==> src/hdl/sfi_pkg.sv <==
// Shared types, constants and register map of the seeded storage fault injector.
package sfi_pkg;

    // Mixer and draw constants.
    localparam logic [63:0] GOLDEN_INC   = 64'h9E37_79B9_7F4A_7C15;
    localparam logic [63:0] MIX_MUL_A    = 64'hBF58_476D_1CE4_E5B9;
    localparam logic [63:0] MIX_MUL_B    = 64'h94D0_49BB_1331_11EB;
    localparam logic [63:0] KILL_SALT    = 64'h0000_00C0_FFEE_1234;
    localparam logic [63:0] SHORT_OFFSET = 64'h0000_0000_5BD1_E995;
    localparam logic [63:0] SHORT_MUL    = 64'hD6E8_FEB8_6659_FD93;
    localparam logic [31:0] PPM_SCALE    = 32'd1000000;

    // Stream widths.
    localparam int S_TDATA_W = 32;
    localparam int S_TUSER_W = 4;
    localparam int M_TDATA_W = 96;
    localparam int M_TUSER_W = 2;

    // Configuration port.
    localparam int APB_ADDR_W = 6;
    localparam int APB_DATA_W = 64;

    localparam logic [2:0] REG_FAULT_ENABLE     = 3'd0;
    localparam logic [2:0] REG_SEED             = 3'd1;
    localparam logic [2:0] REG_POWER_CUT_ENABLE = 3'd2;
    localparam logic [2:0] REG_KILL_POINT       = 3'd3;
    localparam logic [2:0] REG_MAX_CALLS        = 3'd4;
    localparam logic [2:0] REG_ERROR_PPM        = 3'd5;
    localparam logic [2:0] REG_SHORT_PPM        = 3'd6;

    localparam logic [31:0] MAX_CALLS_RESET = 32'd64;

    // Command kinds.
    localparam logic [2:0] REQ_WRITE  = 3'd0;
    localparam logic [2:0] REQ_PWRITE = 3'd1;
    localparam logic [2:0] REQ_RENAME = 3'd4;

    typedef enum logic [1:0] {
        VERDICT_PASS  = 2'd0,
        VERDICT_EIO   = 2'd1,
        VERDICT_SHORT = 2'd2,
        VERDICT_CUT   = 2'd3
    } verdict_t;

    typedef struct packed {
        logic        fault_enable;
        logic [63:0] seed;
        logic        power_cut_enable;
        logic [31:0] kill_point_explicit;
        logic [31:0] max_calls;
        logic [19:0] error_ppm;
        logic [19:0] short_ppm;
    } cfg_t;

    typedef struct packed {
        logic        start;
        logic [63:0] a;
        logic [63:0] b;
    } mul_req_t;

    typedef struct packed {
        logic        done;
        logic [63:0] p;
    } mul_rsp_t;

    typedef struct packed {
        logic        start;
        logic [63:0] dividend;
        logic [31:0] divisor;
    } div_req_t;

    typedef struct packed {
        logic        done;
        logic [31:0] rem;
    } div_rsp_t;

endpackage

==> src/hdl/sfi_regs.sv <==
// Configuration register file with its APB-style access port.
module sfi_regs (
    input  logic                              aclk,
    input  logic                              aresetn,
    input  logic                              psel,
    input  logic                              penable,
    input  logic                              pwrite,
    input  logic [sfi_pkg::APB_ADDR_W-1:0]    paddr,
    input  logic [sfi_pkg::APB_DATA_W-1:0]    pwdata,
    output logic [sfi_pkg::APB_DATA_W-1:0]    prdata,
    output logic                              pready,
    output sfi_pkg::cfg_t                     cfg
);
    import sfi_pkg::*;

    cfg_t       cfg_reg;
    logic [2:0] reg_idx;
    logic       wr_en;

    // Registers sit on 8-byte boundaries.
    assign reg_idx = paddr[APB_ADDR_W-1:3];
    assign wr_en   = psel && penable && pwrite;
    assign pready  = 1'b1;
    assign cfg     = cfg_reg;

    always_ff @(posedge aclk) begin
        if (!aresetn) begin
            cfg_reg           <= '0;
            cfg_reg.max_calls <= MAX_CALLS_RESET;
        end else if (wr_en) begin
            case (reg_idx)
                REG_FAULT_ENABLE:     cfg_reg.fault_enable        <= pwdata[0];
                REG_SEED:             cfg_reg.seed                <= pwdata;
                REG_POWER_CUT_ENABLE: cfg_reg.power_cut_enable    <= pwdata[0];
                REG_KILL_POINT:       cfg_reg.kill_point_explicit <= pwdata[31:0];
                REG_MAX_CALLS:        cfg_reg.max_calls           <= pwdata[31:0];
                REG_ERROR_PPM:        cfg_reg.error_ppm           <= pwdata[19:0];
                REG_SHORT_PPM:        cfg_reg.short_ppm           <= pwdata[19:0];
                default: begin
                end
            endcase
        end
    end

    always_comb begin
        case (reg_idx)
            REG_FAULT_ENABLE:     prdata = {63'd0, cfg_reg.fault_enable};
            REG_SEED:             prdata = cfg_reg.seed;
            REG_POWER_CUT_ENABLE: prdata = {63'd0, cfg_reg.power_cut_enable};
            REG_KILL_POINT:       prdata = {32'd0, cfg_reg.kill_point_explicit};
            REG_MAX_CALLS:        prdata = {32'd0, cfg_reg.max_calls};
            REG_ERROR_PPM:        prdata = {44'd0, cfg_reg.error_ppm};
            REG_SHORT_PPM:        prdata = {44'd0, cfg_reg.short_ppm};
            default:              prdata = '0;
        endcase
    end

endmodule

==> src/hdl/sfi_mul.sv <==
// Low half of a 64x64 product, built from three passes through one 32x32 multiplier.
module sfi_mul (
    input  logic              aclk,
    input  logic              aresetn,
    input  sfi_pkg::mul_req_t req,
    output sfi_pkg::mul_rsp_t rsp
);
    import sfi_pkg::*;

    localparam logic [1:0] PH_LO_LO = 2'd0;
    localparam logic [1:0] PH_HI_LO = 2'd1;
    localparam logic [1:0] PH_LO_HI = 2'd2;
    localparam logic [1:0] PH_LAST  = 2'd3;

    logic [63:0] a_reg;
    logic [63:0] b_reg;
    logic [63:0] acc_reg;
    logic [63:0] prod_reg;
    logic [1:0]  phase_reg;
    logic        busy_reg;
    logic        done_reg;
    logic [31:0] op_a;
    logic [31:0] op_b;
    logic [63:0] prod_next;

    always_comb begin
        case (phase_reg)
            PH_LO_LO: begin
                op_a = a_reg[31:0];
                op_b = b_reg[31:0];
            end
            PH_HI_LO: begin
                op_a = a_reg[63:32];
                op_b = b_reg[31:0];
            end
            default: begin
                op_a = a_reg[31:0];
                op_b = b_reg[63:32];
            end
        endcase
    end

    assign prod_next = {32'd0, op_a} * {32'd0, op_b};

    always_ff @(posedge aclk) begin
        if (!aresetn) begin
            busy_reg  <= 1'b0;
            done_reg  <= 1'b0;
            phase_reg <= PH_LO_LO;
        end else begin
            done_reg <= 1'b0;
            if (req.start) begin
                busy_reg  <= 1'b1;
                phase_reg <= PH_LO_LO;
            end else if (busy_reg) begin
                phase_reg <= phase_reg + 2'd1;
                if (phase_reg == PH_LAST) begin
                    busy_reg <= 1'b0;
                    done_reg <= 1'b1;
                end
            end
        end
    end

    // Cross terms only reach the upper word; their upper halves fall off the top.
    always_ff @(posedge aclk) begin
        if (req.start) begin
            a_reg <= req.a;
            b_reg <= req.b;
        end
        if (busy_reg) begin
            prod_reg <= prod_next;
            case (phase_reg)
                PH_HI_LO: acc_reg <= prod_reg;
                PH_LO_HI, PH_LAST: acc_reg[63:32] <= acc_reg[63:32] + prod_reg[31:0];
                default: begin
                end
            endcase
        end
    end

    assign rsp.done = done_reg;
    assign rsp.p    = acc_reg;

endmodule

==> src/hdl/sfi_rem.sv <==
// Remainder of a 64-bit dividend by a nonzero 32-bit divisor, two quotient bits per cycle.
module sfi_rem (
    input  logic              aclk,
    input  logic              aresetn,
    input  sfi_pkg::div_req_t req,
    output sfi_pkg::div_rsp_t rsp
);
    import sfi_pkg::*;

    logic [31:0] rem_reg;
    logic [63:0] dvd_reg;
    logic [31:0] dvs_reg;
    logic [4:0]  cnt_reg;
    logic        busy_reg;
    logic        done_reg;
    logic [32:0] t1;
    logic [32:0] t2;
    logic [31:0] r1;
    logic [31:0] r2;

    // The partial remainder stays below the divisor, so 32 bits hold it.
    always_comb begin
        t1 = {rem_reg, dvd_reg[63]};
        if (t1 >= {1'b0, dvs_reg}) begin
            r1 = 32'(t1 - {1'b0, dvs_reg});
        end else begin
            r1 = t1[31:0];
        end
        t2 = {r1, dvd_reg[62]};
        if (t2 >= {1'b0, dvs_reg}) begin
            r2 = 32'(t2 - {1'b0, dvs_reg});
        end else begin
            r2 = t2[31:0];
        end
    end

    always_ff @(posedge aclk) begin
        if (!aresetn) begin
            busy_reg <= 1'b0;
            done_reg <= 1'b0;
            cnt_reg  <= '0;
        end else begin
            done_reg <= 1'b0;
            if (req.start) begin
                busy_reg <= 1'b1;
                cnt_reg  <= '1;
            end else if (busy_reg) begin
                cnt_reg <= cnt_reg - 5'd1;
                if (cnt_reg == 5'd0) begin
                    busy_reg <= 1'b0;
                    done_reg <= 1'b1;
                end
            end
        end
    end

    always_ff @(posedge aclk) begin
        if (req.start) begin
            rem_reg <= '0;
            dvd_reg <= req.dividend;
            dvs_reg <= req.divisor;
        end else if (busy_reg) begin
            rem_reg <= r2;
            dvd_reg <= {dvd_reg[61:0], 2'b00};
        end
    end

    assign rsp.done = done_reg;
    assign rsp.rem  = rem_reg;

endmodule

==> src/hdl/seeded_storage_fault_injector_unit.sv <==
// Top level of the seeded storage fault injector: sequencer, result register and assertions.
//
// The block takes one storage command transaction at a time on the s_ stream and answers
// each with exactly one verdict transaction on the m_ stream. A command that arrives while
// the block is halted, or that is not eligible, goes straight to the emit state; its verdict
// is loaded into the output register once that register is free, and the block then goes
// back to idle to accept the next command. An eligible command runs up to three
// pseudo-random draws in turn (derived kill point, I/O error, short write); a draw that its
// rate or its configuration rules out is skipped. Each pass of the shared 64-bit multiply
// runs on a single 32x32 multiplier. The remainder unit retires two bits per cycle of the
// 64-bit mix value. The kill-point draw takes two multiply passes and the I/O error and
// short-write draws three passes each. Time spent waiting for a stalled output register
// adds to the time from one accepted command to the next. The block takes a new command as
// soon as its sequencer is free, even while the previous verdict still waits in the output
// register. After a power cut the block stays halted and answers every later command with
// a power-cut verdict until reset. Configuration registers are meant to be written only
// while no command is in flight.
module seeded_storage_fault_injector_unit (
    input  logic                             aclk,
    input  logic                             aresetn,
    // Command stream.
    input  logic                             s_tvalid,
    output logic                             s_tready,
    input  logic [sfi_pkg::S_TDATA_W-1:0]    s_tdata,  // [31:0] byte_count
    input  logic [sfi_pkg::S_TUSER_W-1:0]    s_tuser,  // [2:0] req_type, [3] file_is_regular
    // Verdict stream.
    output logic                             m_tvalid,
    input  logic                             m_tready,
    output logic [sfi_pkg::M_TDATA_W-1:0]    m_tdata,  // [31:0] pass_bytes, [95:32] call_index
    output logic [sfi_pkg::M_TUSER_W-1:0]    m_tuser,  // [1:0] verdict
    // Configuration port.
    input  logic                             psel,
    input  logic                             penable,
    input  logic                             pwrite,
    input  logic [sfi_pkg::APB_ADDR_W-1:0]   paddr,
    input  logic [sfi_pkg::APB_DATA_W-1:0]   pwdata,
    output logic [sfi_pkg::APB_DATA_W-1:0]   prdata,
    output logic                             pready
);
    import sfi_pkg::*;

    typedef enum logic [9:0] {
        S_IDLE   = 10'b00_0000_0001,
        S_SELECT = 10'b00_0000_0010,
        S_ERR    = 10'b00_0000_0100,
        S_SHR    = 10'b00_0000_1000,
        S_PRE    = 10'b00_0001_0000,
        S_MIX    = 10'b00_0010_0000,
        S_MULA   = 10'b00_0100_0000,
        S_MULB   = 10'b00_1000_0000,
        S_DIV    = 10'b01_0000_0000,
        S_EMIT   = 10'b10_0000_0000
    } state_t;

    typedef enum logic [1:0] {
        JOB_KILL  = 2'd0,
        JOB_ERR   = 2'd1,
        JOB_SHORT = 2'd2
    } job_t;

    cfg_t     cfg;
    mul_req_t mul_req;
    mul_rsp_t mul_rsp;
    div_req_t div_req;
    div_rsp_t div_rsp;

    state_t      state_reg,  state_next;
    job_t        job_reg,    job_next;
    logic [2:0]  kind_reg,   kind_next;
    logic [31:0] count_reg,  count_next;
    logic [63:0] ecount_reg, ecount_next;
    logic [63:0] idx_reg,    idx_next;
    logic [63:0] x_reg,      x_next;
    logic        halted_reg, halted_next;
    verdict_t    res_verdict_reg, res_verdict_next;
    logic [31:0] res_bytes_reg,   res_bytes_next;
    logic [63:0] res_idx_reg,     res_idx_next;
    logic        m_valid_reg, m_valid_next;
    logic [M_TDATA_W-1:0] m_data_reg;
    verdict_t    m_verdict_reg;

    logic        eligible_in;
    logic        short_go;
    logic        load_out;
    logic [63:0] mix_in;
    logic [63:0] draw_base;
    logic [31:0] kill_range;
    logic [32:0] kill_derived;

    sfi_regs u_regs (
        .aclk    (aclk),
        .aresetn (aresetn),
        .psel    (psel),
        .penable (penable),
        .pwrite  (pwrite),
        .paddr   (paddr),
        .pwdata  (pwdata),
        .prdata  (prdata),
        .pready  (pready),
        .cfg     (cfg)
    );

    sfi_mul u_mul (
        .aclk    (aclk),
        .aresetn (aresetn),
        .req     (mul_req),
        .rsp     (mul_rsp)
    );

    sfi_rem u_rem (
        .aclk    (aclk),
        .aresetn (aresetn),
        .req     (div_req),
        .rsp     (div_rsp)
    );

    // Renames only need the enable; every other kind also needs a regular file.
    assign eligible_in = cfg.fault_enable && (s_tuser[3] || (s_tuser[2:0] == REQ_RENAME));
    assign short_go    = ((kind_reg == REQ_WRITE) || (kind_reg == REQ_PWRITE))
                         && (count_reg > 32'd1) && (cfg.short_ppm != 20'd0);
    assign mix_in      = x_reg + GOLDEN_INC;
    assign draw_base   = (job_reg == JOB_ERR) ? cfg.seed : cfg.seed + SHORT_OFFSET;
    assign kill_range  = (cfg.max_calls == 32'd0) ? 32'd1 : cfg.max_calls;
    assign kill_derived = {1'b0, div_rsp.rem} + 33'd1;

    assign s_tready = (state_reg == S_IDLE);
    assign load_out = (state_reg == S_EMIT) && (!m_valid_reg || m_tready);

    // Operand selection for the shared multiplier. The pre-multiply of the call index is
    // issued when the error or short-write draw is chosen; the two mixer products follow.
    always_comb begin
        mul_req.start = 1'b0;
        mul_req.a     = '0;
        mul_req.b     = '0;
        case (state_reg)
            S_ERR: begin
                mul_req.start = (cfg.error_ppm != 20'd0);
                mul_req.a     = idx_reg;
                mul_req.b     = GOLDEN_INC;
            end
            S_SHR: begin
                mul_req.start = short_go;
                mul_req.a     = idx_reg;
                mul_req.b     = SHORT_MUL;
            end
            S_MIX: begin
                mul_req.start = 1'b1;
                mul_req.a     = mix_in ^ (mix_in >> 30);
                mul_req.b     = MIX_MUL_A;
            end
            S_MULA: begin
                mul_req.start = mul_rsp.done;
                mul_req.a     = mul_rsp.p ^ (mul_rsp.p >> 27);
                mul_req.b     = MIX_MUL_B;
            end
            default: begin
            end
        endcase
    end

    // The finished mix value goes straight into the remainder unit.
    assign div_req.start    = (state_reg == S_MULB) && mul_rsp.done;
    assign div_req.dividend = mul_rsp.p ^ (mul_rsp.p >> 31);
    assign div_req.divisor  = (job_reg == JOB_KILL) ? kill_range : PPM_SCALE;

    always_comb begin
        state_next       = state_reg;
        job_next         = job_reg;
        kind_next        = kind_reg;
        count_next       = count_reg;
        ecount_next      = ecount_reg;
        idx_next         = idx_reg;
        x_next           = x_reg;
        halted_next      = halted_reg;
        res_verdict_next = res_verdict_reg;
        res_bytes_next   = res_bytes_reg;
        res_idx_next     = res_idx_reg;

        case (state_reg)
            S_IDLE: begin
                if (s_tvalid) begin
                    kind_next  = s_tuser[2:0];
                    count_next = s_tdata;
                    if (halted_reg) begin
                        res_verdict_next = VERDICT_CUT;
                        res_bytes_next   = '0;
                        res_idx_next     = '0;
                        state_next       = S_EMIT;
                    end else if (eligible_in) begin
                        ecount_next = ecount_reg + 64'd1;
                        idx_next    = ecount_reg + 64'd1;
                        state_next  = S_SELECT;
                    end else begin
                        res_verdict_next = VERDICT_PASS;
                        res_bytes_next   = s_tdata;
                        res_idx_next     = '0;
                        state_next       = S_EMIT;
                    end
                end
            end
            S_SELECT: begin
                // An explicit kill point wins; otherwise, when power cuts are enabled, one is drawn from the seed.
                if (cfg.kill_point_explicit != 32'd0) begin
                    if (idx_reg == {32'd0, cfg.kill_point_explicit}) begin
                        res_verdict_next = VERDICT_CUT;
                        res_bytes_next   = '0;
                        res_idx_next     = idx_reg;
                        halted_next      = 1'b1;
                        state_next       = S_EMIT;
                    end else begin
                        state_next = S_ERR;
                    end
                end else if (cfg.power_cut_enable) begin
                    job_next   = JOB_KILL;
                    x_next     = cfg.seed ^ KILL_SALT;
                    state_next = S_MIX;
                end else begin
                    state_next = S_ERR;
                end
            end
            S_ERR: begin
                if (cfg.error_ppm == 20'd0) begin
                    state_next = S_SHR;
                end else begin
                    job_next   = JOB_ERR;
                    state_next = S_PRE;
                end
            end
            S_SHR: begin
                if (short_go) begin
                    job_next   = JOB_SHORT;
                    state_next = S_PRE;
                end else begin
                    res_verdict_next = VERDICT_PASS;
                    res_bytes_next   = count_reg;
                    res_idx_next     = idx_reg;
                    state_next       = S_EMIT;
                end
            end
            S_PRE: begin
                if (mul_rsp.done) begin
                    x_next     = draw_base ^ mul_rsp.p;
                    state_next = S_MIX;
                end
            end
            S_MIX: begin
                state_next = S_MULA;
            end
            S_MULA: begin
                if (mul_rsp.done) begin
                    state_next = S_MULB;
                end
            end
            S_MULB: begin
                if (mul_rsp.done) begin
                    state_next = S_DIV;
                end
            end
            S_DIV: begin
                if (div_rsp.done) begin
                    case (job_reg)
                        JOB_KILL: begin
                            if (idx_reg == {31'd0, kill_derived}) begin
                                res_verdict_next = VERDICT_CUT;
                                res_bytes_next   = '0;
                                res_idx_next     = idx_reg;
                                halted_next      = 1'b1;
                                state_next       = S_EMIT;
                            end else begin
                                state_next = S_ERR;
                            end
                        end
                        JOB_ERR: begin
                            if (div_rsp.rem < {12'd0, cfg.error_ppm}) begin
                                res_verdict_next = VERDICT_EIO;
                                res_bytes_next   = '0;
                                res_idx_next     = idx_reg;
                                state_next       = S_EMIT;
                            end else begin
                                state_next = S_SHR;
                            end
                        end
                        default: begin
                            res_idx_next = idx_reg;
                            state_next   = S_EMIT;
                            if (div_rsp.rem < {12'd0, cfg.short_ppm}) begin
                                res_verdict_next = VERDICT_SHORT;
                                res_bytes_next   = count_reg >> 1;
                            end else begin
                                res_verdict_next = VERDICT_PASS;
                                res_bytes_next   = count_reg;
                            end
                        end
                    endcase
                end
            end
            S_EMIT: begin
                if (load_out) begin
                    state_next = S_IDLE;
                end
            end
            default: begin
                state_next = S_IDLE;
            end
        endcase
    end

    always_comb begin
        m_valid_next = m_valid_reg;
        if (load_out) begin
            m_valid_next = 1'b1;
        end else if (m_tready) begin
            m_valid_next = 1'b0;
        end
    end

    always_ff @(posedge aclk) begin
        if (!aresetn) begin
            state_reg   <= S_IDLE;
            ecount_reg  <= '0;
            halted_reg  <= 1'b0;
            m_valid_reg <= 1'b0;
        end else begin
            state_reg   <= state_next;
            ecount_reg  <= ecount_next;
            halted_reg  <= halted_next;
            m_valid_reg <= m_valid_next;
        end
    end

    always_ff @(posedge aclk) begin
        job_reg         <= job_next;
        kind_reg        <= kind_next;
        count_reg       <= count_next;
        idx_reg         <= idx_next;
        x_reg           <= x_next;
        res_verdict_reg <= res_verdict_next;
        res_bytes_reg   <= res_bytes_next;
        res_idx_reg     <= res_idx_next;
        if (load_out) begin
            m_data_reg    <= {res_idx_reg, res_bytes_reg};
            m_verdict_reg <= res_verdict_reg;
        end
    end

    assign m_tvalid = m_valid_reg;
    assign m_tdata  = m_data_reg;
    assign m_tuser  = m_verdict_reg;

    // The sequencer holds exactly one state at all times.
    a_state_onehot: assert property (@(posedge aclk) disable iff (!aresetn)
        $onehot(state_reg))
        else $error("sequencer state is not one-hot");

    // Once a power cut has been given, only reset clears the halt.
    a_halt_sticky: assert property (@(posedge aclk) disable iff (!aresetn)
        halted_reg |=> halted_reg)
        else $error("halt was released without reset");

    // A product only completes while the sequencer waits for one.
    a_mul_done_expected: assert property (@(posedge aclk) disable iff (!aresetn)
        mul_rsp.done |-> (state_reg == S_PRE || state_reg == S_MULA || state_reg == S_MULB))
        else $error("multiplier finished outside a multiply wait state");

    // A remainder only completes while the sequencer waits for one.
    a_div_done_expected: assert property (@(posedge aclk) disable iff (!aresetn)
        div_rsp.done |-> (state_reg == S_DIV))
        else $error("remainder unit finished outside its wait state");

endmodule
==> config.mk <==
export PLATFORM = sky130hd
export DESIGN_NAME = seeded_storage_fault_injector_unit
export DESIGN_NICKNAME = d
export VERILOG_FILES = /design/src/hdl/sfi_pkg.sv /design/src/hdl/sfi_regs.sv /design/src/hdl/sfi_mul.sv /design/src/hdl/sfi_rem.sv /design/src/hdl/seeded_storage_fault_injector_unit.sv
export SDC_FILE = /design/constraint.sdc
export NUM_CORES = 2
export LEC_CHECK = 0
export ABC_CLOCK_PERIOD_IN_PS = 10950
export BUFFER_PORTS_ARGS = -buffer_cell sky130_fd_sc_hd__buf_2
export CORE_ASPECT_RATIO = 1.1
export CORE_MARGIN = 2
export CORE_UTILIZATION = 40
export CTS_CLUSTER_DIAMETER = 30
export DETAILED_ROUTE_END_ITERATION = 8
export GPL_TIMING_DRIVEN = 0
export PLACE_DENSITY_LB_ADDON = 0.3
export SYNTH_ARGS = -nofsm -noshare
export SYNTH_HDL_FRONTEND = slang
export SYNTH_SLANG_ARGS = --single-unit
==> constraint.sdc <==
create_clock -name aclk -period 10.95 [get_ports aclk]
set_clock_uncertainty 0.2 [all_clocks]
set_input_delay 2.7375 -clock aclk [delete_from_list [all_inputs] [get_ports aclk]]
set_output_delay 2.7375 -clock aclk [all_outputs]
set_load 0.05 [all_outputs]
# Yosys cells after proc, flatten, opt, wreduce, memory -nomap -nowiden
# Index checks and enable logic that the tools add are counted.
dict set report word_totals {
  register_bits 1002
  inputBits 113
  output_inout_bits 165
  word_cells 243
}
dict set report classes {
  n_addsub 9
  n_mul 1
  order_cmp 5
  n_eq_ne 42
  mux 90
  bitwise_logic 10
  reduce_logical 50
}
# cell count
set op_table {}
lappend op_table {{64-bit 2-to-1 mux} 15}
lappend op_table {{129-bit case mux with 4 select lines} 1}
lappend op_table {{32-bit 2-to-1 mux} 14}
lappend op_table {{64-bit case mux with 7 select lines} 1}
lappend op_table {{64-bit case mux with 2 select lines} 2}
lappend op_table {{64-bit case mux with 4 select lines} 1}
lappend op_table {{10-bit 2-to-1 mux} 13}
lappend op_table {{32-bit case mux with 2 select lines} 2}
lappend op_table {{32-bit case mux with 4 select lines} 1}
lappend op_table {{10-bit case mux with 10 select lines} 1}
lappend op_table {{33-bit by 32-bit >= comparator with 1-bit output} 2}
lappend op_table {{64-bit by 1-bit adder with 64-bit output (second input constant)} 1}
lappend op_table {{64-bit by 31-bit adder with 64-bit output (second input constant)} 1}
lappend op_table {{64-bit adder (second input constant)} 1}
lappend op_table {{64-bit by 32-bit == test with 1-bit output} 1}
lappend op_table {{64-bit by 33-bit == test with 1-bit output} 1}
lappend op_table {{32-bit by 20-bit < comparator with 1-bit output} 2}
lappend op_table {{32-bit by 32-bit multiplier with 64-bit output} 1}
lappend op_table {{32-bit subtractor} 2}
lappend op_table {{64-bit by 33-bit XOR with 64-bit output} 1}
lappend op_table {{64-bit by 34-bit XOR with 64-bit output} 1}
lappend op_table {{64-bit by 37-bit XOR with 64-bit output} 1}
lappend op_table {{64-bit XOR} 1}
lappend op_table {{20-bit nonzero test} 2}
lappend op_table {{54 further kinds} 138}

# Logic depth before layout (Yosys ltp)
dict set report logic_depth {
  ltp_word 7
  mapped_depth 36
  depth_no_buf 33
}

# Modules after synthesis
# From an unflattened synthesis, not the netlist that was laid out.
dict set report unflattened {
  cells_unflattened 8454
  area_unflattened_um2 84596.1
}
# module instances cells_each area_each_um2 seq_area_each_um2
set by_module_without_submodules {}
lappend by_module_without_submodules {sfi_mul 1 4349 42762.3 7767.4}
lappend by_module_without_submodules {seeded_storage_fault_injector_unit 1 2440 25275.5 12331.8}
lappend by_module_without_submodules {sfi_rem 1 871 8939.8 3663.5}
lappend by_module_without_submodules {sfi_regs 1 794 7618.6 3403.3}

# Least setup slack after synthesis
# Ideal clock, no wire load.
dict set report synth_timing {
  kind {register -> register}
  start {register u_mul.phase_reg[0]}
  end {register u_mul.prod_reg[63], data pin}
  setup_time_ns 0.266
  arrival_ns 8.628
  required_ns 10.484
  setup_slack_ns 1.857
  stages_incl_launch_ff 31
  path_buffers 4
  synth_period_minus_slack_ns 9.093
  cell_sequence {dfxtp_1 > ha_1 > clkbuf_1 > buf_1 > clkbuf_1 > mux2i_1 > nor2_1 > fa_1 > inv_1 > fa_1 > fa_1 > fa_1 > inv_1 > fa_1 > fa_1 > fa_1 > inv_1 > fa_1 > inv_1 > ha_1 > clkbuf_1 > nand2_1 > o21ai_0 > a31oi_1 > a21oi_1 > nor3_1 > a21oi_1 > a31oi_1 > o41ai_2 > and4_1 > nor3_1}
}
dict set report synth_via {
  elab_chain_cells 4
  word_cells_on_any_way 6
  classes_between {mul: 1; eq/ne: 1; mux: 2; reduce/logical: 2}
}
# element line_no
set synth_lines {}
lappend synth_lines {{start, declared} sfi_mul.sv:19} ;# logic [1:0] phase_reg;
lappend synth_lines {{start signal, assigned} sfi_mul.sv:56} ;# phase_reg <= phase_reg + 2'd1;
lappend synth_lines {{2-bit by 1-bit == test with 1-bit output or 2-bit zero test (tied branches)} sfi_mul.sv:27} ;# case (phase_reg)
lappend synth_lines {{2-bit OR reduction (no source line)} --}
lappend synth_lines {{32-bit 2-to-1 mux} sfi_mul.sv:27}
lappend synth_lines {{32-bit by 32-bit multiplier with 64-bit output (*)} sfi_mul.sv:43} ;# assign prod_next = {32'd0, op_a} * {32'd0, op_b};
lappend synth_lines {{named net u_mul.prod_next[63]} sfi_mul.sv:24} ;# logic [63:0] prod_next;
lappend synth_lines {{end signal, assigned} sfi_mul.sv:72} ;# prod_reg <= prod_next;
lappend synth_lines {{end, declared} sfi_mul.sv:18} ;# logic [63:0] prod_reg;
# Mark *: on every way through the listed nets, which the timed path passes. The rest lies on a longest branch.
# A chain may end at the register's enable or synchronous reset.

# Worst setup path in the final report
dict set report layout_timing {
  start {register u_mul.phase_reg[0]}
  end {register u_mul.prod_reg[48], data pin}
}
# Same word-level chain as after synthesis.

==> impl_results.rst <==
.. list-table::
   :header-rows: 1

   * - Metric
     - Value
   * - Total GRT Usage
     - 0.3090
   * - Maximum clock rate
     - 0.09224 GHz
   * - Total DRC errors in the routed layout
     - 0
   * - Buf+Inv Stages, Crit Path
     - 8
   * - Final setup vio count
     - 0
   * - CTS sink count
     - 952
   * - Highest-utilization routing layer at the global route stage
     - met2
   * - Max-cap violations
     - 0
   * - Synthesis-stage register bit count
     - 952
   * - Final worst slack
     - 109.3 ps
   * - Met3 global-route usage
     - 0.07705
   * - Final RePlAce weighted congestion
     - 1.058
   * - Share of the cycle needed by the critical path after routing
     - 0.9900
   * - Number of hold-repair buffers added at the cts stage
     - 0
   * - Yosys top cell area share
     - 0.2422
   * - Number of antenna violations at the first check in global routing
     - 23
   * - Fraction of registers with async set or reset after synthesis
     - 0
   * - Final hold viol count
     - 0
   * - Synthesized-area fraction occupied by xor and xnor cells
     - 0.06194
   * - Fill cell instance count of the final layout
     - 19270
   * - Count of buffers from port buffering
     - 271
   * - Count of cells along the worst register-to-register path
     - 32
   * - GR Overflow Total
     - 0
   * - Clock tree from TritonCTS
     - done
   * - CTS root buf
     - sky130_fd_sc_hd__clkbuf_16
   * - Mapped Cells
     - 8599
   * - Area fraction in and, or, nand and nor cells after synthesis
     - 0.1539
   * - Outcome
     - complete, no violations
   * - Site row count
     - 174
   * - Commonest non-fill, non-tap cell in the layout
     - sky130_fd_sc_hd__nand2_1
   * - Cell types occupying the most area after synthesis
     - sky130_fd_sc_hd__edfxtp_1 (24%), sky130_fd_sc_hd__fa_1 (22%), sky130_fd_sc_hd__dfxtp_1 (7.0%)
   * - TritonRoute pass-1 iters
     - 6
   * - DR WL/cell
     - 27.24 um
   * - Count of unique library cells instantiated by Yosys
     - 102
   * - Starting DRT DRC Count
     - 8216
   * - Predominant post-synthesis flop cell
     - sky130_fd_sc_hd__edfxtp_1
   * - Mapped Nets
     - 10020
   * - Most area-hungry cell type in the Yosys netlist
     - sky130_fd_sc_hd__edfxtp_1
   * - Hold Path Stages
     - 0
   * - Dominant delay contributor by cell family on the critical path
     - adder cells
   * - Die Outline Area
     - 209200 sq um
   * - Static Leakage
     - 40.86 nW
   * - Maximum net fanout on the critical path
     - 10
   * - Total clock buffers created by CTS
     - 207
   * - Data arrival time of the critical path
     - 11210 ps
   * - CP Depth
     - 32
   * - Delay of the slowest cell on the worst path
     - 680 ps
   * - Adder-cell share of the synthesized area
     - 0.2807
   * - Met2 track utilization from global routing
     - 0.4660
   * - Area fraction in compound gates after synthesis
     - 0.1052
   * - Commonest cells after routing, fill and taps aside
     - sky130_fd_sc_hd__nand2_1 (1333), sky130_fd_sc_hd__inv_1 (1058), sky130_fd_sc_hd__fa_1 (899), sky130_fd_sc_hd__edfxtp_1 (663), sky130_fd_sc_hd__nor2_1 (662)
   * - Cell repeated most along the worst path
     - sky130_fd_sc_hd__fa_1
   * - Placed standard-cell area
     - 87750 sq um
   * - Post-synthesis instance area
     - 82220 sq um
   * - Total via count after detailed routing
     - 68570
   * - Power density of the placed cells
     - 114.1 nW/um^2
   * - Critical path class
     - flop to flop
   * - Pin count of the biggest net entering global routing
     - 69
   * - Final standard cell area without fillers
     - 95550 sq um
   * - I/O pin total
     - 278
   * - Required time of the critical path
     - 11320 ps
   * - Post-synthesis average cell area
     - 9.561 sq um
   * - Mux contribution to synthesized area
     - 0.01718
   * - Unrepaired setup endpoints after global routing
     - no
   * - Nature of the critical path endpoint
     - flop
   * - Fraction of layout cells with a size suffix above 1
     - 0.09639
   * - Max rail drop VDD
     - 0.1531 mV
   * - Combinational family with the most area after synthesis
     - adder cells
   * - Total Routed Length
     - 327800 um
   * - Worst-path clk slew
     - 50 ps
   * - Count of pins over their slew limit
     - 0
   * - Signed area change from the synthesized netlist to the final layout
     - 16.22%
   * - Min cycle time layout
     - 10840 ps
   * - Min-delay worst type
     - flop to flop
   * - Fin util
     - 0.4674
   * - Vias in the first global route
     - 68040
   * - Number of flip-flops in the largest register
     - 170
   * - DIE HEIGHT
     - 479.5 um
   * - Initial core utilization
     - 0.4022
   * - Critical Path Source Type
     - flop
   * - CTS H-tree lvls
     - 4
   * - Cell type of the slowest stage on the worst timing path
     - sky130_fd_sc_hd__a21oi_1
   * - Count of yosys warnings during synthesis
     - 0
   * - Vias per cell
     - 5.697
   * - First-pass GRT wire length
     - 467700 um
   * - Pre-CTS setup slack
     - -1607 ps
   * - Layout net count
     - 10530
   * - Sequential share of the synthesized area
     - 0.3125
   * - Pin slew with the least headroom to its limit
     - 1424 ps
   * - Post-synth EDFFs
     - 663
   * - Die W
     - 436.3 um
   * - Post-detailed-placement half-perimeter wirelength
     - 262500 um
   * - Residual antenna-violating net count after detailed routing
     - 0
   * - Later-pin clock latency in the skew report
     - 900 ps
   * - Clk buf depth
     - 3
   * - Headroom to the max-slew limit
     - 0.05037
   * - Core ar.
     - 204400 sq um
   * - Global routing usage on met1
     - 0.3953
[metrics by stage]
step                TNS [ps]  hold WS, ps  power, mW  instances
finish                     0        192.8      10.91      12040
global route               0        191.0      11.17      12030
CTS                        0        191.5      10.97      12020
detailed placement    -20600        204.5      4.425      11640
global placement     -132660        201.8      4.416      11600
floorplan                  0        200.3      4.248       8599
[logic make-up after synthesis]
| logic type | after synthesis |
|---|---|
| mux | 136 |
| xor+xnor | 579 |
| fa+ha+maj | 1305 |
| simple gates | 2832 |
| buf+inv | 1488 |
| flops | 952 |
| other cells | 1 |
| compound gates | 1306 |
[worst paths after layout]
path,startpoint,end,slack [ps]
max reg2reg,u_mul.phase_reg[0],u_mul.prod_reg[48],110
max,u_mul.phase_reg[0],u_mul.prod_reg[48],110
min,res_idx_reg[25],m_tdata[57],190
min reg2reg,res_idx_reg[25],m_tdata[57],190
[synthesized netlist by cell type, types with 8 or more instances]
library cell	instances
sky130_fd_sc_hd__nor4_1	73
sky130_fd_sc_hd__a21boi_0	207
sky130_fd_sc_hd__or4_1	13
sky130_fd_sc_hd__nand2_1	1339
sky130_fd_sc_hd__fa_1	899
sky130_fd_sc_hd__o211ai_1	20
sky130_fd_sc_hd__and4_1	21
sky130_fd_sc_hd__o21a_1	38
sky130_fd_sc_hd__a31o_2	11
sky130_fd_sc_hd__buf_2	16
sky130_fd_sc_hd__nor2_1	664
sky130_fd_sc_hd__nand2b_1	30
sky130_fd_sc_hd__or2_2	14
sky130_fd_sc_hd__buf_1	22
sky130_fd_sc_hd__o21bai_1	34
sky130_fd_sc_hd__nand4_1	69
sky130_fd_sc_hd__a31oi_1	29
sky130_fd_sc_hd__and3_1	54
sky130_fd_sc_hd__or3_1	56
sky130_fd_sc_hd__a221o_1	26
sky130_fd_sc_hd__dfxtp_1	289
sky130_fd_sc_hd__edfxtp_1	663
sky130_fd_sc_hd__a21oi_1	227
sky130_fd_sc_hd__nand3_1	109
sky130_fd_sc_hd__ha_1	406
sky130_fd_sc_hd__xor2_1	197
sky130_fd_sc_hd__mux2i_1	95
sky130_fd_sc_hd__o21ai_1	33
sky130_fd_sc_hd__mux2_2	40
sky130_fd_sc_hd__nor3_1	90
sky130_fd_sc_hd__clkbuf_1	384
sky130_fd_sc_hd__a211oi_1	30
sky130_fd_sc_hd__xnor2_1	380
sky130_fd_sc_hd__a22oi_1	96
sky130_fd_sc_hd__o21ai_0	328
sky130_fd_sc_hd__nor4b_1	8
sky130_fd_sc_hd__and2_1	214
sky130_fd_sc_hd__o31ai_1	17
sky130_fd_sc_hd__nor2b_1	37
sky130_fd_sc_hd__a21o_1	86
sky130_fd_sc_hd__a22o_1	22
sky130_fd_sc_hd__nand3b_1	16
sky130_fd_sc_hd__a2111oi_0	8
sky130_fd_sc_hd__inv_1	1059
[per-layer routing]
layer	routed length, um	part of all wire
met5	64	0.00020
met3	36230	0.11
met1	125000	0.38
met4	25700	0.078
met2	140700	0.43
[worst register-to-register path, delay by kind of cell (launching register included)]
kind            cells  cell delay [ps]
compound gates      9             2530
simple gates        4              790
flops               1              400
fa+ha+maj          10             4770
xor+xnor            1              340
buf+inv             8             1520
[timing repair]
action | in CTS | in global routing
endpoints found under the setup margin | 34 | 20
endpoints found under the hold margin | 0 | 0
buffers inserted | 0 | 1
resized for setup | 56 | 83
pin swaps | 0 | 1
[layout make-up]
class / count / area [sq um] / share of cell area
inverter: 1059 / 3978 / 0.04163
sequential: 952 / 25700 / 0.2689
multi-input combinational: 6159 / 51280 / 0.5366
clock inverter: 149 / 2001 / 0.02094
clock buffer: 242 / 5453 / 0.05707
timing repair buffer: 311 / 1983 / 0.02075
tap: 2728 / 3413 / 0.03572
antenna: 11 / 27.53 / 0.0002881
buffer: 424 / 1723 / 0.01803
[power breakdown]
| group | leakage, nW | internal, mW | switching, mW |
|---|---|---|---|
| logic | 28.9 | 0.0903 | 0.256 |
| clock network | 3.55 | 4.22 | 2.33 |
| registers | 8.46 | 3.96 | 0.0480 |
No activity file was read; power rests on OpenSTA's default activity.
